[src/sv/sbid_pkg.sv]
// ----------------------------------------------------------------------------
// sbid_pkg: shared types and constants for the stack bytecode decoder
// Phase codes, instruction kinds, variable reference classes, opcode numbers
// and the decoded record carried from the decoder to the result register.
// ----------------------------------------------------------------------------
package sbid_pkg;

  // Number of addressable variables; the reference byte is masked with it
  localparam int unsigned VarCount = 32;
  localparam logic [4:0]  VAR_IDX_MASK = 5'(VarCount - 1);

  // Opcodes with special operand handling
  localparam logic [6:0] OP_VAR_A   = 7'd0;
  localparam logic [6:0] OP_VAR_B   = 7'd5;
  localparam logic [6:0] OP_VAR_C   = 7'd6;
  localparam logic [6:0] OP_VAR_D   = 7'd32;
  localparam logic [6:0] OP_VAR_E   = 7'd37;
  localparam logic [6:0] OP_VAR_F   = 7'd38;
  localparam logic [6:0] OP_CALL    = 7'd64;
  localparam logic [6:0] OP_JUMP_A  = 7'd67;
  localparam logic [6:0] OP_JUMP_B  = 7'd68;

  // Extended push subcodes
  localparam logic [4:0] XP_ZERO    = 5'd0;
  localparam logic [4:0] XP_ONE     = 5'd1;
  localparam logic [4:0] XP_FONE    = 5'd2;
  localparam logic [4:0] XP_IMM8    = 5'd3;
  localparam logic [4:0] XP_IMM16   = 5'd4;
  localparam logic [4:0] XP_IMM32_A = 5'd5;
  localparam logic [4:0] XP_IMM32_B = 5'd6;
  localparam logic [4:0] XP_NONE    = 5'd7;
  localparam logic [4:0] XP_IMM32_C = 5'd8;
  localparam logic [4:0] XP_IMM32_D = 5'd9;

  localparam logic [31:0] FLOAT_ONE = 32'h3F80_0000;

  // Operand byte counts
  localparam logic [4:0] CALL_HDR_BYTES = 5'd16;
  localparam logic [4:0] CALL_WORD_LAST = 5'd12;  // header bytes kept while count above this

  typedef enum logic [2:0] {
    PH_OPCODE = 3'd0,
    PH_ARG    = 3'd1,
    PH_PROP   = 3'd2,
    PH_IMM    = 3'd3,
    PH_HDR    = 3'd4,
    PH_NAME   = 3'd5
  } phase_e;

  typedef enum logic [3:0] {
    KIND_PLAIN     = 4'd0,
    KIND_VAR_OP    = 4'd1,
    KIND_JUMP      = 4'd2,
    KIND_CALL      = 4'd3,
    KIND_PUSH_INT  = 4'd4,
    KIND_PUSH_PROP = 4'd5,
    KIND_PUSH_FLT  = 4'd6,
    KIND_PUSH_CST  = 4'd7,
    KIND_INVALID   = 4'd8
  } kind_e;

  typedef enum logic [1:0] {
    VC_NONE  = 2'd0,
    VC_INT   = 2'd1,
    VC_PROP  = 2'd2,
    VC_FLOAT = 2'd3
  } varcls_e;

  // Decoded instruction record
  typedef struct packed {
    logic [15:0] start_offset;
    logic [3:0]  kind;
    logic [6:0]  code;
    logic [1:0]  var_class;
    logic [4:0]  var_num;
    logic [7:0]  prop_byte;
    logic [31:0] value;
    logic        arg_error;
    logic [7:0]  name_length;
    logic [7:0]  instr_length;
  } rec_t;

  // Class of a variable reference byte from its top three bits
  function automatic varcls_e ref_class(input logic [7:0] b);
    varcls_e c;
    case (b[7:5])
      3'b100:  c = VC_INT;
      3'b101:  c = VC_PROP;
      3'b110:  c = VC_FLOAT;
      default: c = VC_NONE;
    endcase
    return c;
  endfunction

endpackage

[src/sv/sbid_in_stage.sv]
// ----------------------------------------------------------------------------
// sbid_in_stage: input request register
// Captures one code byte per accepted request and holds it until the decoder
// takes it; refills in the same cycle it is drained.
// ----------------------------------------------------------------------------
module sbid_in_stage import sbid_pkg::*; (
  input  logic       clk_i,
  input  logic       rst_ni,
  input  logic       in_valid_i,
  output logic       in_ready_o,
  input  logic [7:0] byte_i,
  input  logic       take_i,
  output logic       valid_o,
  output logic [7:0] byte_o
);

  logic       valid_q, valid_d;
  logic [7:0] byte_q;
  logic       load;

  assign in_ready_o = !valid_q || take_i;
  assign load       = in_valid_i && in_ready_o;

  // Occupancy
  always_comb begin
    valid_d = valid_q;
    if (load) begin
      valid_d = 1'b1;
    end else if (take_i) begin
      valid_d = 1'b0;
    end
  end

  always_ff @(posedge clk_i or negedge rst_ni) begin
    if (!rst_ni) begin
      valid_q <= 1'b0;
    end else begin
      valid_q <= valid_d;
    end
  end

  // Payload, no reset
  always_ff @(posedge clk_i) begin
    if (load) begin
      byte_q <= byte_i;
    end
  end

  assign valid_o = valid_q;
  assign byte_o  = byte_q;

endmodule

[src/sv/sbid_decoder.sv]
// ----------------------------------------------------------------------------
// sbid_decoder: instruction boundary state machine
// Holds the decode state, consumes one byte per step and builds the record
// of the instruction that the byte completes.
// ----------------------------------------------------------------------------
module sbid_decoder import sbid_pkg::*; (
  input  logic        clk_i,
  input  logic        rst_ni,
  input  logic        cfg_we_i,
  input  logic [15:0] cfg_wdata_i,
  input  logic        step_i,
  input  logic [7:0]  byte_i,
  output logic        emit_o,
  output rec_t        rec_o
);

  phase_e      phase_q, phase_d;
  logic [4:0]  left_q, left_d;
  logic [31:0] acc_q, acc_d;
  logic [15:0] offset_q;
  logic [15:0] start_q, start_d;
  kind_e       kind_q, kind_d;
  logic [6:0]  code_q, code_d;
  logic [7:0]  var_q, var_d;
  logic [7:0]  len_q, len_d;
  logic [7:0]  name_q, name_d;

  logic [4:0]  left_dec;
  varcls_e     byte_cls;
  logic [4:0]  sub;

  // Record side fields
  logic        emit;
  varcls_e     r_cls;
  logic [7:0]  r_ref;
  logic [7:0]  r_prop;
  logic        r_err;

  assign left_dec = (left_q != 5'd0) ? left_q - 5'd1 : 5'd0;
  assign byte_cls = ref_class(byte_i);
  assign sub      = byte_i[4:0];

  // Next state
  always_comb begin
    phase_d = phase_q;
    left_d  = left_q;
    acc_d   = acc_q;
    start_d = start_q;
    kind_d  = kind_q;
    code_d  = code_q;
    var_d   = var_q;
    len_d   = (len_q != 8'hFF) ? len_q + 8'd1 : len_q;
    name_d  = name_q;
    case (phase_q)
      PH_ARG: begin
        var_d   = byte_i;
        phase_d = (byte_cls == VC_PROP) ? PH_PROP : PH_OPCODE;
      end
      PH_PROP: begin
        phase_d = PH_OPCODE;
      end
      PH_IMM: begin
        acc_d   = {acc_q[23:0], byte_i};
        left_d  = left_dec;
        phase_d = (left_dec == 5'd0) ? PH_OPCODE : PH_IMM;
      end
      PH_HDR: begin
        if (left_q > CALL_WORD_LAST) begin
          acc_d = {acc_q[23:0], byte_i};
        end
        left_d  = left_dec;
        phase_d = (left_dec == 5'd0) ? PH_NAME : PH_HDR;
      end
      PH_NAME: begin
        if (byte_i == 8'd0) begin
          phase_d = PH_OPCODE;
        end else if (name_q != 8'hFF) begin
          name_d = name_q + 8'd1;
        end
      end
      default: begin
        // Opcode byte: a new instruction starts here
        phase_d = PH_OPCODE;
        start_d = offset_q;
        len_d   = 8'd1;
        name_d  = 8'd0;
        acc_d   = 32'd0;
        var_d   = 8'd0;
        left_d  = 5'd0;
        if (!byte_i[7]) begin
          code_d = byte_i[6:0];
          case (byte_i[6:0])
            OP_VAR_A, OP_VAR_B, OP_VAR_C, OP_VAR_D, OP_VAR_E, OP_VAR_F: begin
              kind_d  = KIND_VAR_OP;
              phase_d = PH_ARG;
            end
            OP_CALL: begin
              kind_d  = KIND_CALL;
              left_d  = CALL_HDR_BYTES;
              phase_d = PH_HDR;
            end
            OP_JUMP_A, OP_JUMP_B: begin
              kind_d  = KIND_JUMP;
              left_d  = 5'd2;
              phase_d = PH_IMM;
            end
            default: begin
              kind_d = KIND_PLAIN;
            end
          endcase
        end else begin
          code_d = 7'd0;
          case (byte_cls)
            VC_INT: begin
              kind_d = KIND_PUSH_INT;
            end
            VC_FLOAT: begin
              kind_d = KIND_PUSH_FLT;
            end
            VC_PROP: begin
              kind_d  = KIND_PUSH_PROP;
              var_d   = byte_i;
              phase_d = PH_PROP;
            end
            default: begin
              // Extended push
              code_d = {2'b00, sub};
              kind_d = KIND_PUSH_CST;
              case (sub)
                XP_ZERO, XP_NONE: begin
                end
                XP_ONE: begin
                  acc_d = 32'd1;
                end
                XP_FONE: begin
                  acc_d = FLOAT_ONE;
                end
                XP_IMM8: begin
                  left_d  = 5'd1;
                  phase_d = PH_IMM;
                end
                XP_IMM16: begin
                  left_d  = 5'd2;
                  phase_d = PH_IMM;
                end
                XP_IMM32_A, XP_IMM32_B, XP_IMM32_C, XP_IMM32_D: begin
                  left_d  = 5'd4;
                  phase_d = PH_IMM;
                end
                default: begin
                  kind_d = KIND_INVALID;
                end
              endcase
            end
          endcase
        end
      end
    endcase
  end

  // Completion and variable fields of the record
  always_comb begin
    emit   = 1'b0;
    r_cls  = VC_NONE;
    r_ref  = 8'd0;
    r_prop = 8'd0;
    r_err  = 1'b0;
    case (phase_q)
      PH_ARG: begin
        if (byte_cls == VC_NONE) begin
          emit  = 1'b1;
          r_err = 1'b1;
        end else if (byte_cls != VC_PROP) begin
          emit  = 1'b1;
          r_cls = byte_cls;
          r_ref = byte_i;
        end
      end
      PH_PROP: begin
        emit   = 1'b1;
        r_cls  = VC_PROP;
        r_ref  = var_q;
        r_prop = byte_i;
      end
      PH_IMM: begin
        emit = (left_q <= 5'd1);
      end
      PH_HDR: begin
        emit = 1'b0;
      end
      PH_NAME: begin
        emit = (byte_i == 8'd0);
      end
      default: begin
        if (!byte_i[7]) begin
          emit = !(byte_i[6:0] inside {OP_VAR_A, OP_VAR_B, OP_VAR_C, OP_VAR_D, OP_VAR_E,
                                       OP_VAR_F, OP_CALL, OP_JUMP_A, OP_JUMP_B});
        end else if (byte_cls == VC_INT || byte_cls == VC_FLOAT) begin
          emit  = 1'b1;
          r_cls = byte_cls;
          r_ref = byte_i;
        end else if (byte_cls == VC_NONE) begin
          emit = !(sub inside {XP_IMM8, XP_IMM16, XP_IMM32_A, XP_IMM32_B,
                               XP_IMM32_C, XP_IMM32_D});
        end
      end
    endcase
  end

  // State registers; a config write reloads the offset counter
  always_ff @(posedge clk_i or negedge rst_ni) begin
    if (!rst_ni) begin
      phase_q  <= PH_OPCODE;
      left_q   <= 5'd0;
      acc_q    <= 32'd0;
      offset_q <= 16'd0;
      start_q  <= 16'd0;
      kind_q   <= KIND_PLAIN;
      code_q   <= 7'd0;
      var_q    <= 8'd0;
      len_q    <= 8'd0;
      name_q   <= 8'd0;
    end else if (cfg_we_i) begin
      offset_q <= cfg_wdata_i;
    end else if (step_i) begin
      phase_q  <= phase_d;
      left_q   <= left_d;
      acc_q    <= acc_d;
      offset_q <= offset_q + 16'd1;
      start_q  <= start_d;
      kind_q   <= kind_d;
      code_q   <= code_d;
      var_q    <= var_d;
      len_q    <= len_d;
      name_q   <= name_d;
    end
  end

  assign emit_o = emit;

  // Record from the updated state
  always_comb begin
    rec_o.start_offset = start_d;
    rec_o.kind         = kind_d;
    rec_o.code         = code_d;
    rec_o.var_class    = r_cls;
    rec_o.var_num      = (r_cls != VC_NONE) ? (r_ref[4:0] & VAR_IDX_MASK) : 5'd0;
    rec_o.prop_byte    = r_prop;
    rec_o.value        = acc_d;
    rec_o.arg_error    = r_err;
    rec_o.name_length  = name_d;
    rec_o.instr_length = len_d;
  end

endmodule

[src/sv/sbid_out_stage.sv]
// ----------------------------------------------------------------------------
// sbid_out_stage: result register
// Holds one decoded record until the receiver takes it.
// ----------------------------------------------------------------------------
module sbid_out_stage import sbid_pkg::*; (
  input  logic clk_i,
  input  logic rst_ni,
  input  logic load_i,
  input  rec_t rec_i,
  input  logic out_ready_i,
  output logic free_o,
  output logic out_valid_o,
  output rec_t rec_o
);

  logic valid_q, valid_d;
  rec_t rec_q;

  assign free_o = !valid_q || out_ready_i;

  // Occupancy
  always_comb begin
    valid_d = valid_q;
    if (load_i) begin
      valid_d = 1'b1;
    end else if (out_ready_i) begin
      valid_d = 1'b0;
    end
  end

  always_ff @(posedge clk_i or negedge rst_ni) begin
    if (!rst_ni) begin
      valid_q <= 1'b0;
    end else begin
      valid_q <= valid_d;
    end
  end

  always_ff @(posedge clk_i) begin
    if (load_i) begin
      rec_q <= rec_i;
    end
  end

  assign out_valid_o = valid_q;
  assign rec_o       = rec_q;

endmodule

[src/sv/stack_bytecode_instruction_decoder.sv]
// ----------------------------------------------------------------------------
// stack_bytecode_instruction_decoder: bytecode instruction boundary decoder
// Feed code bytes on the input channel, one per request; each completed
// instruction comes out as one decoded record on the result channel.
//
// Input channel: in_valid_i/in_ready_o carry code_byte_i. Result channel:
// out_valid_o/out_ready_i carry the record fields. A byte that does not end
// an instruction produces no result.
// Path: an accepted byte waits in the input register until the result
// register is free; then it is decoded, and a completed record is loaded
// into the result register, which drives out_valid_o. Throughput: one byte
// per cycle while the result register is free; bytes stream back to back.
// Config: cfg_we_i loads cfg_wdata_i as the file offset of the next byte.
// Reset: decoder waits for an opcode, offset counter is zero, both
// registers are empty.
// Stall: while a record waits, the decoder holds; the input register keeps
// one byte and then deasserts in_ready_o.
// ----------------------------------------------------------------------------
module stack_bytecode_instruction_decoder import sbid_pkg::*; (
  input  logic        clk_i,
  input  logic        rst_ni,
  input  logic        cfg_we_i,
  input  logic [15:0] cfg_wdata_i,
  input  logic        in_valid_i,
  output logic        in_ready_o,
  input  logic [7:0]  code_byte_i,
  output logic        out_valid_o,
  input  logic        out_ready_i,
  output logic [15:0] start_offset_o,
  output logic [3:0]  kind_o,
  output logic [6:0]  code_o,
  output logic [1:0]  var_class_o,
  output logic [4:0]  var_num_o,
  output logic [7:0]  prop_byte_o,
  output logic [31:0] value_o,
  output logic        arg_error_o,
  output logic [7:0]  name_length_o,
  output logic [7:0]  instr_length_o
);

  logic       byte_valid;
  logic [7:0] byte_val;
  logic       out_free;
  logic       step;
  logic       emit;
  rec_t       rec_dec;
  rec_t       rec_out;

  assign step = byte_valid && out_free;

  sbid_in_stage u_in (
    .clk_i      (clk_i),
    .rst_ni     (rst_ni),
    .in_valid_i (in_valid_i),
    .in_ready_o (in_ready_o),
    .byte_i     (code_byte_i),
    .take_i     (step),
    .valid_o    (byte_valid),
    .byte_o     (byte_val)
  );

  sbid_decoder u_dec (
    .clk_i       (clk_i),
    .rst_ni      (rst_ni),
    .cfg_we_i    (cfg_we_i),
    .cfg_wdata_i (cfg_wdata_i),
    .step_i      (step),
    .byte_i      (byte_val),
    .emit_o      (emit),
    .rec_o       (rec_dec)
  );

  sbid_out_stage u_out (
    .clk_i       (clk_i),
    .rst_ni      (rst_ni),
    .load_i      (step && emit),
    .rec_i       (rec_dec),
    .out_ready_i (out_ready_i),
    .free_o      (out_free),
    .out_valid_o (out_valid_o),
    .rec_o       (rec_out)
  );

  assign start_offset_o = rec_out.start_offset;
  assign kind_o         = rec_out.kind;
  assign code_o         = rec_out.code;
  assign var_class_o    = rec_out.var_class;
  assign var_num_o      = rec_out.var_num;
  assign prop_byte_o    = rec_out.prop_byte;
  assign value_o        = rec_out.value;
  assign arg_error_o    = rec_out.arg_error;
  assign name_length_o  = rec_out.name_length;
  assign instr_length_o = rec_out.instr_length;

`ifndef NO_ASSERTIONS
  // Every instruction has at least its opcode byte
  a_len_nonzero: assert property (@(posedge clk_i) disable iff (!rst_ni)
    out_valid_o |-> instr_length_o != 8'd0)
    else $error("record with zero instruction length");

  // Only calls carry a name length
  a_name_only_call: assert property (@(posedge clk_i) disable iff (!rst_ni)
    (out_valid_o && kind_o != KIND_CALL) |-> name_length_o == 8'd0)
    else $error("name length on a non-call record");

  // A bad variable argument is a two-byte var-arg op without a reference
  a_arg_error: assert property (@(posedge clk_i) disable iff (!rst_ni)
    (out_valid_o && arg_error_o) |->
      (var_class_o == VC_NONE && instr_length_o == 8'd2 && kind_o == KIND_VAR_OP))
    else $error("inconsistent argument error record");

  // No reference means no index and no property
  a_no_ref: assert property (@(posedge clk_i) disable iff (!rst_ni)
    (out_valid_o && var_class_o == VC_NONE) |->
      (var_num_o == 5'd0 && prop_byte_o == 8'd0))
    else $error("variable fields set without a reference");

  // The decoder never consumes a byte while a record is stuck
  a_hold_on_stall: assert property (@(posedge clk_i) disable iff (!rst_ni)
    (out_valid_o && !out_ready_i) |-> !step)
    else $error("decoder stepped while result register full");
`endif

endmodule

[config.mk]
export PLATFORM = sky130hd
export DESIGN_NAME = stack_bytecode_instruction_decoder
export DESIGN_NICKNAME = d
export VERILOG_FILES = /design/src/sv/sbid_pkg.sv /design/src/sv/sbid_in_stage.sv /design/src/sv/sbid_decoder.sv /design/src/sv/sbid_out_stage.sv /design/src/sv/stack_bytecode_instruction_decoder.sv
export SDC_FILE = /design/constraint.sdc
export NUM_CORES = 1
export LEC_CHECK = 0
export ABC_AREA = 1
export BUFFER_PORTS_ARGS = -buffer_cell sky130_fd_sc_hd__buf_4
export CAP_MARGIN = 20
export CORE_MARGIN = 4
export CORE_UTILIZATION = 55
export CTS_BUF_LIST = sky130_fd_sc_hd__clkbuf_2
export DETAILED_ROUTE_END_ITERATION = 10
export GPL_TIMING_DRIVEN = 0
export HOLD_SLACK_MARGIN = 0.06
export PLACE_DENSITY_LB_ADDON = 0.25
export SLEW_MARGIN = 25
export SYNTH_ARGS = -nofsm -noshare
export SYNTH_HDL_FRONTEND = slang
export SYNTH_SLANG_ARGS = --single-unit
[constraint.sdc]
create_clock -name clk_i -period 4.8 [get_ports clk_i]
set_input_delay 0.48 -clock clk_i [delete_from_list [all_inputs] [get_ports clk_i]]
set_output_delay 0.48 -clock clk_i [all_outputs]
set_load 0.01 [all_outputs]
# Yosys cells after proc, flatten, opt, wreduce, memory -nomap -nowiden
# Index checks and enable logic that the tools add are counted.
[classes]
n_addsub = 4
order_cmp = 2
n_eq_ne = 32
mux = 61
n_bitwise = 3
reduce_logical = 39
[ops]
columns = ["operator", "n"]
rows = [
  ["32-bit 2-to-1 mux", 3],
  ["32-bit one-hot mux with 3 select lines", 1],
  ["30-bit one-hot mux with 2 select lines", 1],
  ["5-bit 2-to-1 mux", 10],
  ["16-bit 2-to-1 mux", 3],
  ["8-bit 2-to-1 mux", 4],
  ["5-bit one-hot mux with 2 select lines", 3],
  ["7-bit by 6-bit == test with 1-bit output (second input constant)", 3],
  ["7-bit == test (second input constant)", 3],
  ["5-bit by 3-bit == test with 1-bit output (second input constant)", 4],
  ["2-bit one-hot mux with 3 select lines", 3],
  ["3-bit one-hot mux with 3 select lines", 2],
  ["16-bit by 1-bit adder with 16-bit output (second input constant)", 1],
  ["8-bit by 1-bit adder with 8-bit output (second input constant)", 2],
  ["8-bit inequality test (second input constant)", 2],
  ["8-bit one-hot mux with 2 select lines", 1],
  ["3-bit == test (second input constant)", 5],
  ["3-bit one-hot mux with 5 select lines", 1],
  ["5-bit one-hot mux with 3 select lines", 1],
  ["7-bit by 3-bit == test with 1-bit output (second input constant)", 2],
  ["2-bit 2-to-1 mux", 7],
  ["7-bit 2-to-1 mux", 2],
  ["4-bit 2-to-1 mux", 3],
  ["4-bit one-hot mux with 3 select lines", 1],
  ["36 further kinds", 73],
]
[totals]
regBits = 205
input_bits = 29
wordCells = 164

# Logic depth before layout (Yosys ltp)
[logic_depth]
word_depth = 9
depth_mapped = 14

# By module
# Synthesis repeated with hierarchy kept, for this count alone.
[unflattened]
hier_cells = 1006
hier_area_um2 = 9371.5
[by_module_without_submodules]
columns = ["module", "instances", "cells_per_inst", "area_each_um2"]
rows = [
  ["sbid_decoder", 1, 892, 6291.0],
  ["sbid_out_stage", 1, 96, 2777.7],
  ["sbid_in_stage", 1, 14, 285.3],
  ["stack_bytecode_instruction_decoder", 1, 4, 17.5],
]

# Least setup slack after synthesis
# OpenSTA, ideal clock, no wires.
[synth_path]
path_kind = "register to register"
startpoint = "register u_in.byte_q[1], in the netlist u_in.byte_o[1]"
endpoint = "register u_out.rec_q, in the netlist u_out.rec_o[0] (enable)"
setup_time_ps = 445
t_arrival_ps = 3108
setup_slack_ps = 1248
path_stages_with_launch = 10
period_less_slack_ps = 3552
path_cell_list = "edfxtp_1 -> nor2_1 -> nand2_1 -> nor2_1 -> inv_2 -> o22ai_1 -> nor2_1 -> nor2_1 -> nand2_1 -> inv_1"
[synth_between]
elab_chain_cells = 8
word_cells_on_any_way = 25
cone_classes = "eq/ne: 14; mux: 4; reduce/logical: 7"
[synth_lines]
columns = ["item", "line", "text"]
rows = [
  ["start: declaration", "sbid_in_stage.sv:18", "logic [7:0] byte_q;"],
  ["start signal: assignment", "sbid_in_stage.sv:45", "byte_q <= byte_i;"],
  ["5-bit by 2-bit == test with 1-bit output, or another cell as far along", "sbid_decoder.sv:203", "emit = !(sub inside {XP_IMM8, XP_IMM16, XP_IMM32_A, XP_IMM32_B,"],
  ["6-bit nonzero test", "sbid_decoder.sv:203", ""],
  ["1-bit zero test", "sbid_decoder.sv:203", ""],
  ["1-bit 2-to-1 mux", "sbid_decoder.sv:202", "end else if (byte_cls == VC_NONE) begin"],
  ["1-bit 2-to-1 mux", "sbid_decoder.sv:198", "end else if (byte_cls == VC_INT || byte_cls == VC_FLOAT) begin"],
  ["1-bit 2-to-1 mux", "sbid_decoder.sv:195", "if (!byte_i[7]) begin"],
  ["1-bit one-hot mux with 5 select lines *", "sbid_decoder.sv:168", "case (phase_q)"],
  ["1-bit logical AND *", "stack_bytecode_instruction_decoder.sv:76", ".load_i (step && emit),"],
  ["net u_out.load_i", "sbid_out_stage.sv:8", "input logic load_i,"],
  ["end signal: assignment", "sbid_out_stage.sv:41", "rec_q <= rec_i;"],
  ["end: declaration", "sbid_out_stage.sv:17", "rec_t rec_q;"],
]
# Mark *: on every way through the listed nets, which the timed path passes. The rest lies on a longest branch.
# A chain may end at the register's enable or synchronous reset.

# Worst setup path after layout
[layout_path]
startpoint = "register u_in.byte_q[1], in the netlist u_in.byte_o[1]"
endpoint = "register u_out.rec_q, in the netlist u_out.rec_o[37] (enable)"
# The elaborated chain is that of the path after synthesis.

==> reports/metrics.cfg <==
[min_path]
hold_start=cfg_wdata_i[14]
hold_class=input pin to flop

[placed_design]
numPortBuffers=121
post-place-cells=1348
dp_hpwl_mm=15.8
place_congestion=0.903

[setup_path]
worstSetupPathType=flop to flop
worstSetupStartpoint=u_in.byte_o[1]
worstPathRequired_ps=5230
reg2reg_slack_ps=1950
r2r-start=u_in.byte_o[1]
critPathLaunchType=flop
critPathCaptureType=flop
arrival_ps=3280
crit_fanout=56

[timing]
tightest_slew_ps=876
holdWs_ps=137
drv_slew=0
final.setup.tns_ps=0
finalHoldViolCount=0
finClkSkew_ps=51.6
finalCriticalPeriod_ps=2850
fmax_mhz=350
relSlewSlack_pct=41.6
rsz0062_at_grt=false
finalSetupViolations=0
post-route-period-util_pct=59.5

[detailed_routing]
wire_per_inst_um=15.6
vias=7824
drtIter0Drc=560
routed_wirelength_mm=22.9
firstDrtPassIters=5
drc_errors=0
vias_per_cell=5.33
ant_nets=0

[floorplan]
start_util_pct=56.8
io_pins=122
die_x_um=140
row_count=47
design.die.area_sq_mm=0.0195
core_area_sq_mm=0.0168
die_h_um=140

[power]
power_mw=6.47
p_leak_nw=5.19
powerDensity_mw_per_mm2=564
ir_drop_v=0.000289

[clock_tree]
htree_num_levels=2
clock-sinks=205
clk_path_buf_depth=3
cts_resized=0
cts_buffers=49
cts-root-buf=clkbuf_2
cts_tree=done
insertion_delay_ps=780
clk_pin_slew_ps=110

[synth]
synth_top_area_cell=edfxtp_1
yosysWarnings=0
synth_edf_count=99
synth-seq-cells=205
ys.flop_type=dfrtp_1
avgSynthCellArea_sq_um=9.46
synth_top_area_share_pct=31.2
netlist-cell-type-count=45
synth-async-reset-ratio_pct=51.7
synthCells=1006
ys_seq_area_share_pct=59.1
yosys-top-cells-area=edfxtp_1 (31%), dfrtp_1 (28%), nand2_1 (10%)
synth_area_sq_mm=0.00952
synth_nets=1041

[global_route]
grt_pass1_vias=7728
grt_pass1_wl_mm=37.8
grt_use_total_pct=23.6
grt_remaining_overflow=0
antenna_found_initial=1
grt_max_degree=107

[finish]
post-route-util_pct=68.5
fill_cells=1314
final_cells=1469
nNetsFinal=1245
syn_to_final_growth_pct=20.6
drive_above_1_share_pct=22.1

[outcome]
status=finished, final reports clean

[job]
drv_cap=0

==> synthesized netlist by cell type (all sizes together), types with 2 or more instances <==
master and number:
o21ai 112, xnor2 2, o211ai 15, a22oi 2
nor4 2, a31oi 5, clkinv 3, dfrtp 106
ha 6, o22ai 38, xor2 2, nand4 9
a21oi 11, inv 134, nand3 63, o32ai 2
and2 2, nand2 270, nor3 14, edfxtp 99
clkbuf 11, buf 22, nor2 71
==> report_power, final <==
| group | switching [mW] | internal, mW | leakage [nW] |
|---|---|---|---|
| logic | 1.62 | 0.941 | 2.50 |
| clock network | 0.676 | 0.413 | 0.338 |
| registers | 0.246 | 2.58 | 2.36 |
| total | 2.54 | 3.93 | 5.19 |
==> cells by family (layout without fill, tap and decap cells) <==
family	after synthesis	count (layout)	synth area share, %
DFF	205	205	59.1
and+or+nand+nor	431	431	19.3
AOI/OAI and AO/OA	190	190	13.2
adders and majority gates	6	6	0.789
other	0	1	0
xor gates and xnor gates	4	4	0.368
buffers and inverters	170	412	7.24
==> metal layers <==
layer | GRT usage [%] | wire length (um) | vias up
met4 | 8.82 | 524 | 0
li1 | - | - | 3803
met2 | 39.3 | 11200 | 293
met5 | 0 | 0 | -
met1 | 31.0 | 9680 | 3686
met3 | 4.63 | 1500 | 42
==> registers in the layout, indices dropped and copies added, names as in the netlist, 3 cells and up <==
signal,count
u_out.rec_o,91
u_dec.var_q,5
u_dec.kind_q,4
u_dec.len_q,8
u_dec.offset_q,16
u_dec.name_q,8
u_dec.left_q,5
u_dec.phase_q,3
u_dec.acc_q,32
u_in.byte_o,8
u_dec.code_q,7
u_dec.start_q,16
==> layout make-up <==
type / instances / area, sq um / share of cell area, %
flip-flops and latches: 205 / 5630 / 49.0
multi-input cells: 631 / 3200 / 27.9
repair buffers: 153 / 1250 / 10.9
inverters: 137 / 522 / 4.54
clock buffers: 75 / 375 / 3.27
well taps: 220 / 275 / 2.40
plain buffers: 33 / 173 / 1.50
clock inverters: 14 / 55.1 / 0.479
diodes: 1 / 2.50 / 0.0218
==> worst max-delay path, cell delays in order (launching register included) <==
cell	delay, ps
edfxtp_1	510
nor2_1	290
nand2_1	120
nor2_1	290
inv_2	160
o22ai_1	160
nor2_1	70
nor2_1	80
nand2_1	150
inv_6	340
buf_16	300
==> metrics by stage <==
stage / setup WS [ps] / instance area, sq um
after floorplan: 1250 / 9520
after global placement: 76.9 / 10700
after detailed placement: 2000 / 10700
after CTS: 1950 / 11500
after global routing: 1750 / 11500
final: 1950 / 11500
==> repair_timing <==
| action | in CTS | in global routing |
|---|---|---|
| setup buffers | 0 | 0 |
| hold endpoints to repair | 132 | 0 |
| hold buffers | 31 | 0 |
==> path summary, 6_finish.rpt <==
check | end | cells past startpoint
worst max-delay path | u_out.rec_o[37] | 10
worst min-delay path | u_dec.offset_q[14] | 5
worst max register to register | u_out.rec_o[37] | 10
max in group asynchronous | u_dec.name_q[5] | 2
min in group asynchronous | u_dec.var_q[4] | 2
worst min register to register | u_dec.acc_q[27] | 2
==> placed cells by master, fill, tap and decap left out, types with 4 or more instances in the layout <==
| cell | count |
|---|---|
| nand2_1 | 263 |
| inv_1 | 125 |
| buf_4 | 122 |
| dfrtp_1 | 106 |
| o21ai_0 | 99 |
| edfxtp_1 | 99 |
| clkbuf_2 | 75 |
| nor2_1 | 64 |
| nand3_1 | 61 |
| dlygate4sd3_1 | 31 |
| o22ai_2 | 20 |
| o22ai_1 | 18 |
| buf_2 | 15 |
| clkinv_1 | 15 |
| nor3_1 | 13 |
| a21oi_1 | 11 |
| clkbuf_1 | 11 |
| o21ai_1 | 10 |
| nand4_1 | 9 |
| o211ai_1 | 8 |
| inv_2 | 7 |
| o211ai_2 | 7 |
| ha_1 | 6 |
| nand2_2 | 5 |
| a31oi_1 | 5 |
| nor2_4 | 4 |
Note: power is estimated with default switching activity, not from simulation.
